[src/rtl/dotd_pkg.sv]
// shared types, constants and calendar helpers for the day offset to date block
// no dependencies
`default_nettype none

package dotd_pkg;

  localparam int unsigned DAY_W   = 5;
  localparam int unsigned MONTH_W = 4;
  localparam int unsigned YEAR_W  = 14;
  localparam int unsigned DOY_W   = 9;
  localparam int unsigned CFG_W   = 14;
  localparam int unsigned IDX_W   = 2;

  // register indexes on the config port
  localparam logic [IDX_W-1:0] REG_BASE_DAY   = 2'd0;
  localparam logic [IDX_W-1:0] REG_BASE_MONTH = 2'd1;
  localparam logic [IDX_W-1:0] REG_BASE_YEAR  = 2'd2;

  localparam logic [DAY_W-1:0]   RST_BASE_DAY   = 5'd1;
  localparam logic [MONTH_W-1:0] RST_BASE_MONTH = 4'd1;
  localparam logic [YEAR_W-1:0]  RST_BASE_YEAR  = 14'd2018;

  localparam logic [YEAR_W-1:0]  YEAR_MIN = 14'd1;
  localparam logic [YEAR_W-1:0]  YEAR_MAX = 14'd9999;
  localparam logic [MONTH_W-1:0] MONTH_JAN = 4'd1;
  localparam logic [MONTH_W-1:0] MONTH_FEB = 4'd2;
  localparam logic [MONTH_W-1:0] MONTH_DEC = 4'd12;

  localparam logic [DOY_W-1:0] DAYS_YEAR = 9'd365;
  localparam logic [DOY_W-1:0] DAYS_LEAP = 9'd366;

  // year / 100 as (year * DIV100_MUL) >> DIV100_SHIFT, exact for year < 43690
  localparam int unsigned     DIV100_SHIFT = 20;
  localparam int unsigned     PROD_W       = YEAR_W + 14;
  localparam logic [13:0]     DIV100_MUL   = 14'd10486;
  localparam logic [6:0]      CENT_LAST    = 7'd99;
  localparam logic [YEAR_W-1:0] CENT       = 14'd100;

  typedef struct packed {
    logic load;
    logic mult;
    logic mods;
    logic doy;
    logic year_step;
    logic month_step;
    logic out_load;
  } cmd_t;

  typedef struct packed {
    logic in_year;
    logic year_more;
    logic month_more;
  } status_t;

  function automatic logic [DAY_W-1:0] month_len(input logic [MONTH_W-1:0] m,
                                                 input logic leap);
    logic [DAY_W-1:0] n;
    case (m)
      4'd2:                      n = leap ? 5'd29 : 5'd28;
      4'd4, 4'd6, 4'd9, 4'd11:   n = 5'd30;
      default:                   n = 5'd31;
    endcase
    return n;
  endfunction

  // days in the months before month m
  function automatic logic [DOY_W-1:0] days_before(input logic [MONTH_W-1:0] m,
                                                   input logic leap);
    logic [DOY_W-1:0] n;
    case (m)
      4'd1:    n = 9'd0;
      4'd2:    n = 9'd31;
      4'd3:    n = 9'd59;
      4'd4:    n = 9'd90;
      4'd5:    n = 9'd120;
      4'd6:    n = 9'd151;
      4'd7:    n = 9'd181;
      4'd8:    n = 9'd212;
      4'd9:    n = 9'd243;
      4'd10:   n = 9'd273;
      4'd11:   n = 9'd304;
      4'd12:   n = 9'd334;
      default: n = 9'd0;
    endcase
    if (leap && (m > MONTH_FEB)) begin
      n = n + 9'd1;
    end
    return n;
  endfunction

endpackage

`default_nettype wire

[src/rtl/day_offset_to_date.sv]
// sequence: accept, setup states MULT, MODS and DOY, then year steps (none when the offset stays
// in the base year), month steps (at most 11 months stepped) and a result state that waits for
// the output register. throughput: one item at a time, set by the shared year/month stepper
// reset: async active low, clears control and loads base date 1 jan 2018
// depends on dotd_pkg, dotd_ctrl and dotd_dp
`default_nettype none

module day_offset_to_date #(
  parameter int unsigned OFFSET_WIDTH = 16
) (
  input  wire logic                          clk_i,
  input  wire logic                          rst_ni,
  // config port
  input  wire logic                          cfg_we_i,
  input  wire logic [dotd_pkg::IDX_W-1:0]    cfg_idx_i,
  input  wire logic [dotd_pkg::CFG_W-1:0]    cfg_wdata_i,
  // input item
  input  wire logic                          in_valid_i,
  output logic                               in_stall_o,
  input  wire logic [OFFSET_WIDTH-1:0]       day_offset_i,
  // result item
  output logic                               out_valid_o,
  input  wire logic                          out_stall_i,
  output logic [dotd_pkg::DAY_W-1:0]         day_o,
  output logic [dotd_pkg::MONTH_W-1:0]       month_o,
  output logic [dotd_pkg::YEAR_W-1:0]        year_o
);

  logic [dotd_pkg::DAY_W-1:0]   base_day_q,   base_day_d;
  logic [dotd_pkg::MONTH_W-1:0] base_month_q, base_month_d;
  logic [dotd_pkg::YEAR_W-1:0]  base_year_q,  base_year_d;

  dotd_pkg::cmd_t    cmd;
  dotd_pkg::status_t status;

  // base date registers, raw values; year and month are clamped when an item is loaded, the day at the doy step
  always_comb begin
    base_day_d   = base_day_q;
    base_month_d = base_month_q;
    base_year_d  = base_year_q;
    if (cfg_we_i) begin
      case (cfg_idx_i)
        dotd_pkg::REG_BASE_DAY:   base_day_d   = cfg_wdata_i[dotd_pkg::DAY_W-1:0];
        dotd_pkg::REG_BASE_MONTH: base_month_d = cfg_wdata_i[dotd_pkg::MONTH_W-1:0];
        dotd_pkg::REG_BASE_YEAR:  base_year_d  = cfg_wdata_i[dotd_pkg::YEAR_W-1:0];
        default: begin
          // unmapped index, write dropped
        end
      endcase
    end
  end

  always_ff @(posedge clk_i or negedge rst_ni) begin
    if (!rst_ni) begin
      base_day_q   <= dotd_pkg::RST_BASE_DAY;
      base_month_q <= dotd_pkg::RST_BASE_MONTH;
      base_year_q  <= dotd_pkg::RST_BASE_YEAR;
    end else begin
      base_day_q   <= base_day_d;
      base_month_q <= base_month_d;
      base_year_q  <= base_year_d;
    end
  end

  // sequencer: one item in flight, result held in the output register
  dotd_ctrl u_ctrl (
    .clk_i       (clk_i),
    .rst_ni      (rst_ni),
    .in_valid_i  (in_valid_i),
    .in_stall_o  (in_stall_o),
    .out_valid_o (out_valid_o),
    .out_stall_i (out_stall_i),
    .status_i    (status),
    .cmd_o       (cmd)
  );

  // calendar arithmetic
  dotd_dp #(
    .OFFSET_WIDTH (OFFSET_WIDTH)
  ) u_dp (
    .clk_i        (clk_i),
    .day_offset_i (day_offset_i),
    .base_day_i   (base_day_q),
    .base_month_i (base_month_q),
    .base_year_i  (base_year_q),
    .cmd_i        (cmd),
    .status_o     (status),
    .day_o        (day_o),
    .month_o      (month_o),
    .year_o       (year_o)
  );

endmodule

`default_nettype wire

[src/rtl/dotd_ctrl.sv]
// sequencing state machine for the day offset to date block
// depends on dotd_pkg for the command and status structs
`default_nettype none

module dotd_ctrl (
  input  wire logic             clk_i,
  input  wire logic             rst_ni,
  input  wire logic             in_valid_i,
  output logic                  in_stall_o,
  output logic                  out_valid_o,
  input  wire logic             out_stall_i,
  input  wire dotd_pkg::status_t status_i,
  output dotd_pkg::cmd_t        cmd_o
);

  typedef enum logic [6:0] {
    S_IDLE   = 7'b0000001,
    S_MULT   = 7'b0000010,
    S_MODS   = 7'b0000100,
    S_DOY    = 7'b0001000,
    S_YEARS  = 7'b0010000,
    S_MONTHS = 7'b0100000,
    S_DONE   = 7'b1000000
  } state_e;

  state_e state_q, state_d;
  logic   out_valid_q, out_valid_d;
  logic   out_free;

  assign out_free   = !out_valid_q || !out_stall_i;
  assign in_stall_o = (state_q != S_IDLE);
  assign out_valid_o = out_valid_q;

  always_comb begin
    state_d = state_q;
    cmd_o   = '0;
    case (state_q)
      S_IDLE: begin
        if (in_valid_i) begin
          cmd_o.load = 1'b1;
          state_d    = S_MULT;
        end
      end
      S_MULT: begin
        cmd_o.mult = 1'b1;
        state_d    = S_MODS;
      end
      S_MODS: begin
        cmd_o.mods = 1'b1;
        state_d    = S_DOY;
      end
      S_DOY: begin
        cmd_o.doy = 1'b1;
        state_d   = status_i.in_year ? S_MONTHS : S_YEARS;
      end
      S_YEARS: begin
        cmd_o.year_step = 1'b1;
        if (!status_i.year_more) begin
          state_d = S_MONTHS;
        end
      end
      S_MONTHS: begin
        cmd_o.month_step = 1'b1;
        if (!status_i.month_more) begin
          state_d = S_DONE;
        end
      end
      S_DONE: begin
        if (out_free) begin
          cmd_o.out_load = 1'b1;
          state_d        = S_IDLE;
        end
      end
      default: begin
        state_d = S_IDLE;
      end
    endcase
  end

  always_comb begin
    out_valid_d = out_valid_q;
    if (cmd_o.out_load) begin
      out_valid_d = 1'b1;
    end else if (out_valid_q && !out_stall_i) begin
      out_valid_d = 1'b0;
    end
  end

  always_ff @(posedge clk_i or negedge rst_ni) begin
    if (!rst_ni) begin
      state_q     <= S_IDLE;
      out_valid_q <= 1'b0;
    end else begin
      state_q     <= state_d;
      out_valid_q <= out_valid_d;
    end
  end

endmodule

`default_nettype wire

[src/rtl/dotd_dp.sv]
// datapath: base date clamp, day of year, year and month stepping, result register
// depends on dotd_pkg for widths, calendar helpers and command/status structs
`default_nettype none

module dotd_dp #(
  parameter int unsigned OFFSET_WIDTH = 16
) (
  input  wire logic                          clk_i,
  input  wire logic [OFFSET_WIDTH-1:0]       day_offset_i,
  input  wire logic [dotd_pkg::DAY_W-1:0]    base_day_i,
  input  wire logic [dotd_pkg::MONTH_W-1:0]  base_month_i,
  input  wire logic [dotd_pkg::YEAR_W-1:0]   base_year_i,
  input  wire dotd_pkg::cmd_t                cmd_i,
  output dotd_pkg::status_t                  status_o,
  output logic [dotd_pkg::DAY_W-1:0]         day_o,
  output logic [dotd_pkg::MONTH_W-1:0]       month_o,
  output logic [dotd_pkg::YEAR_W-1:0]        year_o
);

  localparam int unsigned DW = dotd_pkg::DOY_W;

  logic [OFFSET_WIDTH-1:0]          x_q;
  logic [dotd_pkg::YEAR_W-1:0]      y_q;
  logic [dotd_pkg::MONTH_W-1:0]     m_q;
  logic [DW-1:0]                    t_q;
  logic [dotd_pkg::PROD_W-1:0]      prod_q;
  logic [6:0]                       r100_q;   // year mod 100
  logic [1:0]                       q4_q;     // (year / 100) mod 4
  logic [dotd_pkg::DAY_W-1:0]       day_q;
  logic [dotd_pkg::MONTH_W-1:0]     month_q;
  logic [dotd_pkg::YEAR_W-1:0]      year_q;

  logic                             leap;
  logic [DW-1:0]                    ylen;
  logic [dotd_pkg::DAY_W-1:0]       mlen;
  logic [dotd_pkg::DAY_W-1:0]       d0c;
  logic [DW-1:0]                    doy;
  logic [DW-1:0]                    rem;
  logic [dotd_pkg::YEAR_W-1:0]      y0c;
  logic [dotd_pkg::MONTH_W-1:0]     m0c;
  logic [7:0]                       cent;
  logic [dotd_pkg::YEAR_W-1:0]      cent_x100;

  // leap rule from the tracked residues
  assign leap = ((y_q[1:0] == 2'd0) && (r100_q != 7'd0)) ||
                ((r100_q == 7'd0) && (q4_q == 2'd0));
  assign ylen = leap ? dotd_pkg::DAYS_LEAP : dotd_pkg::DAYS_YEAR;
  assign mlen = dotd_pkg::month_len(m_q, leap);

  // base day clamp; t_q holds the raw base day until the doy step
  always_comb begin
    if (t_q[dotd_pkg::DAY_W-1:0] == '0) begin
      d0c = 5'd1;
    end else if (t_q[dotd_pkg::DAY_W-1:0] > mlen) begin
      d0c = mlen;
    end else begin
      d0c = t_q[dotd_pkg::DAY_W-1:0];
    end
  end

  assign doy = dotd_pkg::days_before(m_q, leap) + DW'(d0c);
  assign rem = ylen - doy;

  always_comb begin
    if (base_year_i < dotd_pkg::YEAR_MIN) begin
      y0c = dotd_pkg::YEAR_MIN;
    end else if (base_year_i > dotd_pkg::YEAR_MAX) begin
      y0c = dotd_pkg::YEAR_MAX;
    end else begin
      y0c = base_year_i;
    end
    if (base_month_i < dotd_pkg::MONTH_JAN) begin
      m0c = dotd_pkg::MONTH_JAN;
    end else if (base_month_i > dotd_pkg::MONTH_DEC) begin
      m0c = dotd_pkg::MONTH_DEC;
    end else begin
      m0c = base_month_i;
    end
  end

  assign cent      = prod_q[dotd_pkg::DIV100_SHIFT +: 8];
  assign cent_x100 = dotd_pkg::YEAR_W'(cent) * dotd_pkg::CENT;

  assign status_o.in_year    = (x_q <= OFFSET_WIDTH'(rem));
  assign status_o.year_more  = (x_q > OFFSET_WIDTH'(ylen));
  assign status_o.month_more = (m_q < dotd_pkg::MONTH_DEC) && (t_q > DW'(mlen));

  always_ff @(posedge clk_i) begin
    if (cmd_i.load) begin
      x_q <= day_offset_i;
      y_q <= y0c;
      m_q <= m0c;
      t_q <= DW'(base_day_i);
    end
    if (cmd_i.mult) begin
      prod_q <= dotd_pkg::PROD_W'(y_q) * dotd_pkg::PROD_W'(dotd_pkg::DIV100_MUL);
    end
    if (cmd_i.mods) begin
      r100_q <= 7'(y_q - cent_x100);
      q4_q   <= cent[1:0];
    end
    if (cmd_i.doy) begin
      m_q <= dotd_pkg::MONTH_JAN;
      if (status_o.in_year) begin
        t_q <= doy + DW'(x_q);
      end else begin
        x_q <= x_q - OFFSET_WIDTH'(rem);
      end
    end
    if (cmd_i.year_step) begin
      if (status_o.year_more) begin
        x_q <= x_q - OFFSET_WIDTH'(ylen);
      end else begin
        t_q <= DW'(x_q);
      end
    end
    // move into the next year, keeping the residues in step
    if ((cmd_i.doy && !status_o.in_year) || (cmd_i.year_step && status_o.year_more)) begin
      y_q <= y_q + 1'b1;
      if (r100_q == dotd_pkg::CENT_LAST) begin
        r100_q <= 7'd0;
        q4_q   <= q4_q + 1'b1;
      end else begin
        r100_q <= r100_q + 1'b1;
      end
    end
    if (cmd_i.month_step && status_o.month_more) begin
      t_q <= t_q - DW'(mlen);
      m_q <= m_q + 1'b1;
    end
    if (cmd_i.out_load) begin
      day_q   <= t_q[dotd_pkg::DAY_W-1:0];
      month_q <= m_q;
      year_q  <= y_q;
    end
  end

  assign day_o   = day_q;
  assign month_o = month_q;
  assign year_o  = year_q;

endmodule

`default_nettype wire

[config.mk]
export PLATFORM = sky130hd
export DESIGN_NAME = day_offset_to_date
export DESIGN_NICKNAME = d
export VERILOG_FILES = /design/src/rtl/dotd_pkg.sv /design/src/rtl/day_offset_to_date.sv /design/src/rtl/dotd_ctrl.sv /design/src/rtl/dotd_dp.sv
export SDC_FILE = /design/constraint.sdc
export NUM_CORES = 1
export LEC_CHECK = 0
export BUFFER_PORTS_ARGS = -buffer_cell sky130_fd_sc_hd__buf_2
export CORE_MARGIN = 1
export CORE_UTILIZATION = 30
export DETAILED_ROUTE_END_ITERATION = 8
export PLACE_DENSITY = 0.42
export SYNTH_ARGS = -nofsm -noshare
export SYNTH_HDL_FRONTEND = slang
export SYNTH_SLANG_ARGS = --single-unit
[constraint.sdc]
create_clock -name clk_i -period 7 [get_ports clk_i]
set_input_delay 0.7 -clock clk_i [delete_from_list [all_inputs] [get_ports clk_i]]
set_output_delay 0.7 -clock clk_i [all_outputs]
set_load 0.01 [all_outputs]
Yosys cells after proc, flatten, opt, wreduce, memory -nomap -nowiden
Memory sizes are Yosys's and may differ from the RTL's. A register that Yosys moved wholly into a read port is not among the register bits.
Index checks and enable logic that the tools add are counted.
- flip-flop bits (word level): 133
- bits in read-only memories: 144
- output and inout port bits: 25
- word-level logic and storage cells: 139
- memories: 1
- add/sub/neg operators: 12
- $mul: 2
- $lt $le $gt $ge: 10
- equality and inequality tests: 20
- multiplexer cells: 50
- reductions and logical operators: 29
- memories (name ; words ; width ; read ports ; clocked after memory_dff ; wr ports ; line ; source):
    (name not given) ; 16 ; 9 ; 1 ; 1 ; 0 ; dotd_pkg.sv:70 ; case (m)
- operator list (operator ; count):
    $mux W16 ; 5
    $mux W9 ; 7
    $mux W14 ; 4
    $mux W7 ; 7
    $pmux W7 S7 ; 1
    $sub A16 B9 Y16 ; 2
    $mul A14 B13 Y27 const B ; 1
    $mux W4 ; 6
    $gt A16 B9 Y1 ; 1
    $le A16 B9 Y1 ; 1
    $add A14 B1 Y14 const B ; 1
    $eq A7 B7 Y1 const B ; 2
    $gt A14 B14 Y1 const B ; 1
    $lt A14 B1 Y1 const B ; 1
    $mux W1 ; 12
    $mux W5 ; 2
    $pmux W5 S2 ; 1
    $add A9 B1 Y9 const B ; 1
    $add A9 B5 Y9 ; 1
    $add A9 B9 Y9 ; 1
    $gt A9 B5 Y1 ; 1
    $sub A9 B5 Y9 ; 1
    $sub A9 B9 Y9 ; 1
    $eq A4 B3 Y1 const B ; 2
    37 further kinds ; 60

Depth between registers and ports, before layout
- depth in word-level cells: 16
- depth in mapped cells: 35
- gate-level depth less buffers: 35

Modules after synthesis
Synthesis repeated with hierarchy kept, for this count alone.
- cells, all modules: 1147
- area, all modules: 11245.8 um^2
- by module, submodules not included (module ; times used ; cells an instance ; area each (um^2) ; sequential area each (um^2)):
    dotd_dp ; 1 ; 1043 ; 9781.9 ; 2312.2
    day_offset_to_date ; 1 ; 50 ; 940.9 ; 586.8
    dotd_ctrl ; 1 ; 54 ; 523.0 ; 201.4

Least setup slack after synthesis
No wires, ideal clock.
- path type: flip-flop to flip-flop
- start point: register u_dp.m_q[0] (netlist name)
- end point: register u_dp.r100_q[6] (data pin)
- arrival time: 6.040 ns
- slack: 0.807 ns
- stages on the path, launching flop included: 29
- path buffers: 0
- clock period less this slack: 6.193 ns
- cell sequence: edfxtp_1 -> ha_1 -> or3b_2 -> a21oi_1 -> nor2_1 -> a21oi_1 -> nor2_1 -> a31oi_1 -> ha_1 -> nand2_1 -> o211ai_2 -> a221o_1 -> ha_1 -> inv_1 -> fa_1 -> fa_1 -> nor3b_1 -> o21a_1 -> a21oi_2 -> xnor2_1 -> ha_1 -> nand3_1 -> nor3_1 -> nand2b_1 -> o21ba_4 -> nor2_2 -> nor2_8 -> or4_1 -> o21ai_0
- cells in the longest elaborated chain, start to end: 13
- RTL lines (what ; line ; source):
    from (decl) ; dotd_dp.sv:24 ; logic [dotd_pkg::MONTH_W-1:0] m_q;
    from (signal assigned) ; dotd_dp.sv:92 ; m_q <= m0c;
    from (signal assigned) ; dotd_dp.sv:103 ; m_q <= dotd_pkg::MONTH_JAN;
    from (signal assigned) ; dotd_dp.sv:129 ; m_q <= m_q + 1'b1;
    $eq A4 B3 Y1 or $eq A4 B4 Y1 (tied branches) ; dotd_pkg.sv:58 ; case (m)
    $reduce_or A4 Y1 ; dotd_pkg.sv:58 ;
    $pmux W5 S2 ; dotd_pkg.sv:58 ;
    $gt A5 B5 Y1 ; dotd_dp.sv:54 ; end else if (t_q[dotd_pkg::DAY_W-1:0] > mlen) begin
    $mux W5 ; dotd_dp.sv:54 ;
    $mux W5 ; dotd_dp.sv:52 ; if (t_q[dotd_pkg::DAY_W-1:0] == '0) begin
    $add A9 B5 Y9 * ; dotd_dp.sv:61 ; assign doy = dotd_pkg::days_before(m_q, leap) + DW'(d0c);
    $sub A9 B9 Y9 * ; dotd_dp.sv:62 ; assign rem = ylen - doy;
    $le A16 B9 Y1 * ; dotd_dp.sv:84 ; assign status_o.in_year = (x_q <= OFFSET_WIDTH'(rem));
    $logic_not A1 Y1 * ; dotd_dp.sv:118 ; if ((cmd_i.doy && !status_o.in_year) || (cmd_i.year_step && status_o.year_more)) begin
    $logic_and A1 B1 Y1 * ; dotd_dp.sv:118 ;
    $logic_or A1 B1 Y1 * ; dotd_dp.sv:118 ;
    $mux W7 * ; dotd_dp.sv:118 ;
    to (signal assigned) ; dotd_dp.sv:99 ; r100_q <= 7'(y_q - cent_x100);
    to (signal assigned) ; dotd_dp.sv:124 ; r100_q <= r100_q + 1'b1;
    to (decl) ; dotd_dp.sv:27 ; logic [6:0] r100_q;
Mark *: on every way between the ends. The rest lies on a longest branch, timed or not.
A chain may end at the register's enable or synchronous reset.

Worst setup path in the final report
- start point: register u_dp.m_q[0] (netlist name)
- end point: register u_dp.y_q[10] (netlist name) (data pin)
- cells in the longest elaborated chain, start to end: 13
- RTL lines (what ; line ; source):
    $eq A4 B3 Y1 or $eq A4 B4 Y1 (tied branches) ; dotd_pkg.sv:58 ;
    $reduce_or A4 Y1 ; dotd_pkg.sv:58 ;
    $pmux W5 S2 ; dotd_pkg.sv:58 ;
    $gt A5 B5 Y1 ; dotd_dp.sv:54 ;
    $mux W5 ; dotd_dp.sv:54 ;
    $mux W5 ; dotd_dp.sv:52 ;
    $add A9 B5 Y9 * ; dotd_dp.sv:61 ;
    $sub A9 B9 Y9 * ; dotd_dp.sv:62 ;
    $le A16 B9 Y1 * ; dotd_dp.sv:84 ;
    $logic_not A1 Y1 * ; dotd_dp.sv:118 ;
    $logic_and A1 B1 Y1 * ; dotd_dp.sv:118 ;
    $logic_or A1 B1 Y1 * ; dotd_dp.sv:118 ;
    $mux W14 * ; dotd_dp.sv:118 ;
    to (signal assigned) ; dotd_dp.sv:91 ; y_q <= y0c;
    to (signal assigned) ; dotd_dp.sv:119 ; y_q <= y_q + 1'b1;
    to (decl) ; dotd_dp.sv:23 ; logic [dotd_pkg::YEAR_W-1:0] y_q;
Marked as above.

==> qor.csv <==
metric,value,unit
R2R cell count,27,
"Warnings, synthesis",0,
crit-path leading delay family,adder cells,
Worst setup EP type,flip-flop,
Crit path largest cell delay,0.54,ns
"critical path fanouts, max",21,
synthesized area per cell,9.81,um2
DP Cell Count,1630,
Total GRT Usage,15.7,%
WHS,0.332,ns
max_cap viols,0,
CTS root buf,clkbuf_16,
initial antenna violation count,0,
number of global-route vias before repair,8339,
PortBufs,61,
run status,"finished, final reports clean",
CP Launch Type,flip-flop,
Critical Path RT,7.19,ns
H-tree depth,4,
maximum clock path buffer count,2,
CP Data Arrival Time,6.74,ns
Vias,8092,
Reg2Reg Capture Point,u_dp.y_q[10],
layout cells sized above 1,15.8,%
post-layout net count,1450,
grt ovf,0,
register area share after synthesis,28.1,%
Worst Hold Class,in2async,
Core Area,0.0359,mm2
RSZ-0062 raised after global routing,no,
reg2reg start,u_dp.m_q[0],
Initial Util,30.7,%
first-pass GRT wire length,45.9,mm
fmax,0.153,GHz
Die X,194,um
1st-pass router iterations,4,
setup violators final,0,
WS Path Type,reg2reg,
"FFs w/ async S/R, synth",25.8,%
slowest CP cell,fa_1,
Residual DRC,0,
die height,194,um
period utilisation layout,93.7,%
final worst path period need,6.56,ns
Hold Fails Final Rpt,0,
CTS sink cnt,120,
CP Buf/Inv Count,4,
final std cells w/o fill,1672,
number of synthesized flops with an enable pin,53,
Initial DRC Count,340,
Cell Rows,69,
n_diodes,0,
Mapped Nets,1377,
mapped cell area,0.0110,mm2
placed wire-length estimate,22.6,mm
Worst-Skew Late Latency,0.44,ns
routed len/inst,17.0,um
placed inst area,0.0119,mm2
num ports,62,
Synth Instances,1125,
Tightest Pin Transition,1.02,ns
TritonCTS clock tree,yes,
largest net degree at the start of global routing,32,
predominant post-synthesis flop cell,edfxtp_1,
Area Overhead vs Synth,14.1,%
Layout Skew,0.0131,ns
Critical Path Source,u_dp.m_q[0],
Finished Cell Area,0.0126,mm2
die area,0.0376,mm2
"FF+latch count, synth",120,
max_slew headroom,32.1,%
CTS buffer count,17,
clock transition at the registers of the reported paths,0.06,ns
Routability Congestion,0.790,
R2R Setup Slk,0.44,ns
Post-DRT Antenna Nets,0,
Cell variety after synth,83,
routed vias/inst,4.84,
drt total wl,28.4,mm
Final Max Tran Viols,0,
setup TNS,0,ns
==> worst reg2reg max path, delay by kind of cell, from the launching register on <==
family,cells,cell delay [ns]
and+or+nand+nor,7,1.11
DFF,1,0.46
adders and majority gates,6,2.25
AOI/OAI and AO/OA,10,2.01
buffers and inverters,4,0.47
==> worst max path at each step <==
stage | cells after the start | end | slack (ns)
floorplan | 28 | u_dp.r100_q[6] | 0.81
global placement | 31 | u_dp.y_q[8] | 0.29
detailed placement | 30 | u_dp.y_q[10] | 0.10
CTS | 30 | u_dp.y_q[10] | 0.09
global route | 35 | u_dp.y_q[10] | 0.0009
finish | 27 | u_dp.y_q[10] | 0.44
==> synthesized netlist by cell type, types with 4 or more instances <==
| library cell | number | share of area (%) |
|---|---|---|
| a21o_1 | 9 | 0.61 |
| buf_2 | 11 | 0.50 |
| a311oi_1 | 4 | 0.32 |
| mux2i_1 | 5 | 0.45 |
| nand3b_1 | 6 | 0.41 |
| or2_2 | 5 | 0.28 |
| xnor2_1 | 47 | 3.7 |
| and3_1 | 8 | 0.45 |
| fa_1 | 69 | 13 |
| nor3b_1 | 5 | 0.34 |
| nand4_1 | 4 | 0.23 |
| a41oi_1 | 4 | 0.32 |
| o211ai_1 | 21 | 1.4 |
| nand3_1 | 35 | 1.6 |
| o21ai_0 | 42 | 1.9 |
| o21bai_1 | 6 | 0.41 |
| a21oi_1 | 61 | 2.8 |
| dfrtp_1 | 21 | 4.8 |
| o22ai_1 | 6 | 0.34 |
| dfstp_2 | 10 | 2.4 |
| edfxtp_1 | 53 | 14 |
| nand2_1 | 92 | 3.1 |
| nand2b_1 | 8 | 0.45 |
| o21ai_1 | 6 | 0.27 |
| clkbuf_1 | 14 | 0.48 |
| nor4_1 | 7 | 0.40 |
| inv_1 | 154 | 5.2 |
| nor2b_1 | 7 | 0.40 |
| and2_1 | 4 | 0.23 |
| nor2_1 | 44 | 1.5 |
| a31oi_1 | 7 | 0.40 |
| dfxtp_1 | 36 | 6.5 |
| xor2_1 | 38 | 3.0 |
| nor3_1 | 23 | 1.0 |
| o31ai_1 | 5 | 0.34 |
| a211oi_1 | 5 | 0.34 |
| a22oi_1 | 4 | 0.27 |
| o21a_1 | 6 | 0.41 |
| ha_1 | 146 | 17 |
| mux2_2 | 27 | 2.8 |
==> layout by cell type (no fill, tap or decap), types with 21 or more instances in the layout <==
| cell type | synthesis | routed |
|---|---|---|
| o211ai_1 | 21 | 21 |
| xor2_1 | 38 | 38 |
| buf_2 | 11 | 61 |
| nor3_1 | 23 | 22 |
| o21ai_0 | 42 | 41 |
| nand3_1 | 35 | 35 |
| a21oi_1 | 61 | 60 |
| nand2_1 | 92 | 92 |
| edfxtp_1 | 53 | 53 |
| nor2_1 | 44 | 44 |
| xnor2_1 | 47 | 47 |
| dfrtp_1 | 21 | 21 |
| fa_1 | 69 | 69 |
| mux2_2 | 27 | 27 |
| buf_4 | 2 | 24 |
| inv_1 | 154 | 154 |
| dfxtp_1 | 36 | 36 |
| ha_1 | 146 | 146 |
==> stage by stage <==
step,util (%),worst slack [ns]
CTS,34.8,0.0928
finish,35.1,0.444
floorplan,-,0.807
global placement,33.1,0.288
detailed placement,33.1,0.104
global route,35.1,0.000890
==> final cells by class <==
cell class                      instances  area [um2]
Fill cell                            3719       23300
Tap cell                              461         577
Clock buffer                           20         500
Multi-Input combinational cell        816        7210
Clock inverter                         12         124
Sequential cell                       120        3100
Timing Repair Buffer                   85         485
Inverter                              158         598
==> per-layer routing <==
metal,global-route usage [%],wire length [um]
met1,21.1,13900
met2,26.3,13500
met3,2.45,673
met4,4.06,337
met5,0,0
==> kinds of logic after synthesis <==
group           after synthesis  share of synthesized area, %
simple gates                268                          12.5
buf+inv                     189                          6.86
compound gates              212                          12.8
mux                          34                          3.62
fa+ha+maj                   215                          29.1
xor+xnor                     87                          7.04
flops                       120                          28.1
==> state kept, by name (all words and copies together) (netlist names), named ones only <==
signal,count
u_dp.q4_q,2
u_dp.t_q,9
u_dp.prod_q,5
u_dp.month_o,4
u_dp.year_o,14
u_dp.y_q,14
base_year_q,14
u_ctrl.state_q,7
base_month_q,4
u_dp.r100_q,7
u_dp.x_q,16
u_dp.m_q,4
u_ctrl.out_valid_o,1
u_dp.day_o,5
base_day_q,5
==> repair_timing <==
item / 4_1_cts / 5_1_grt
resized for setup: 0 / 7
setup endpoints to repair: 0 / 67
hold buffers: 0 / 0
buffers inserted: 0 / 10
Power is left out: the tool's default activity adds up to more than one toggle a clock period on the data nets, which glitch-free logic cannot reach.
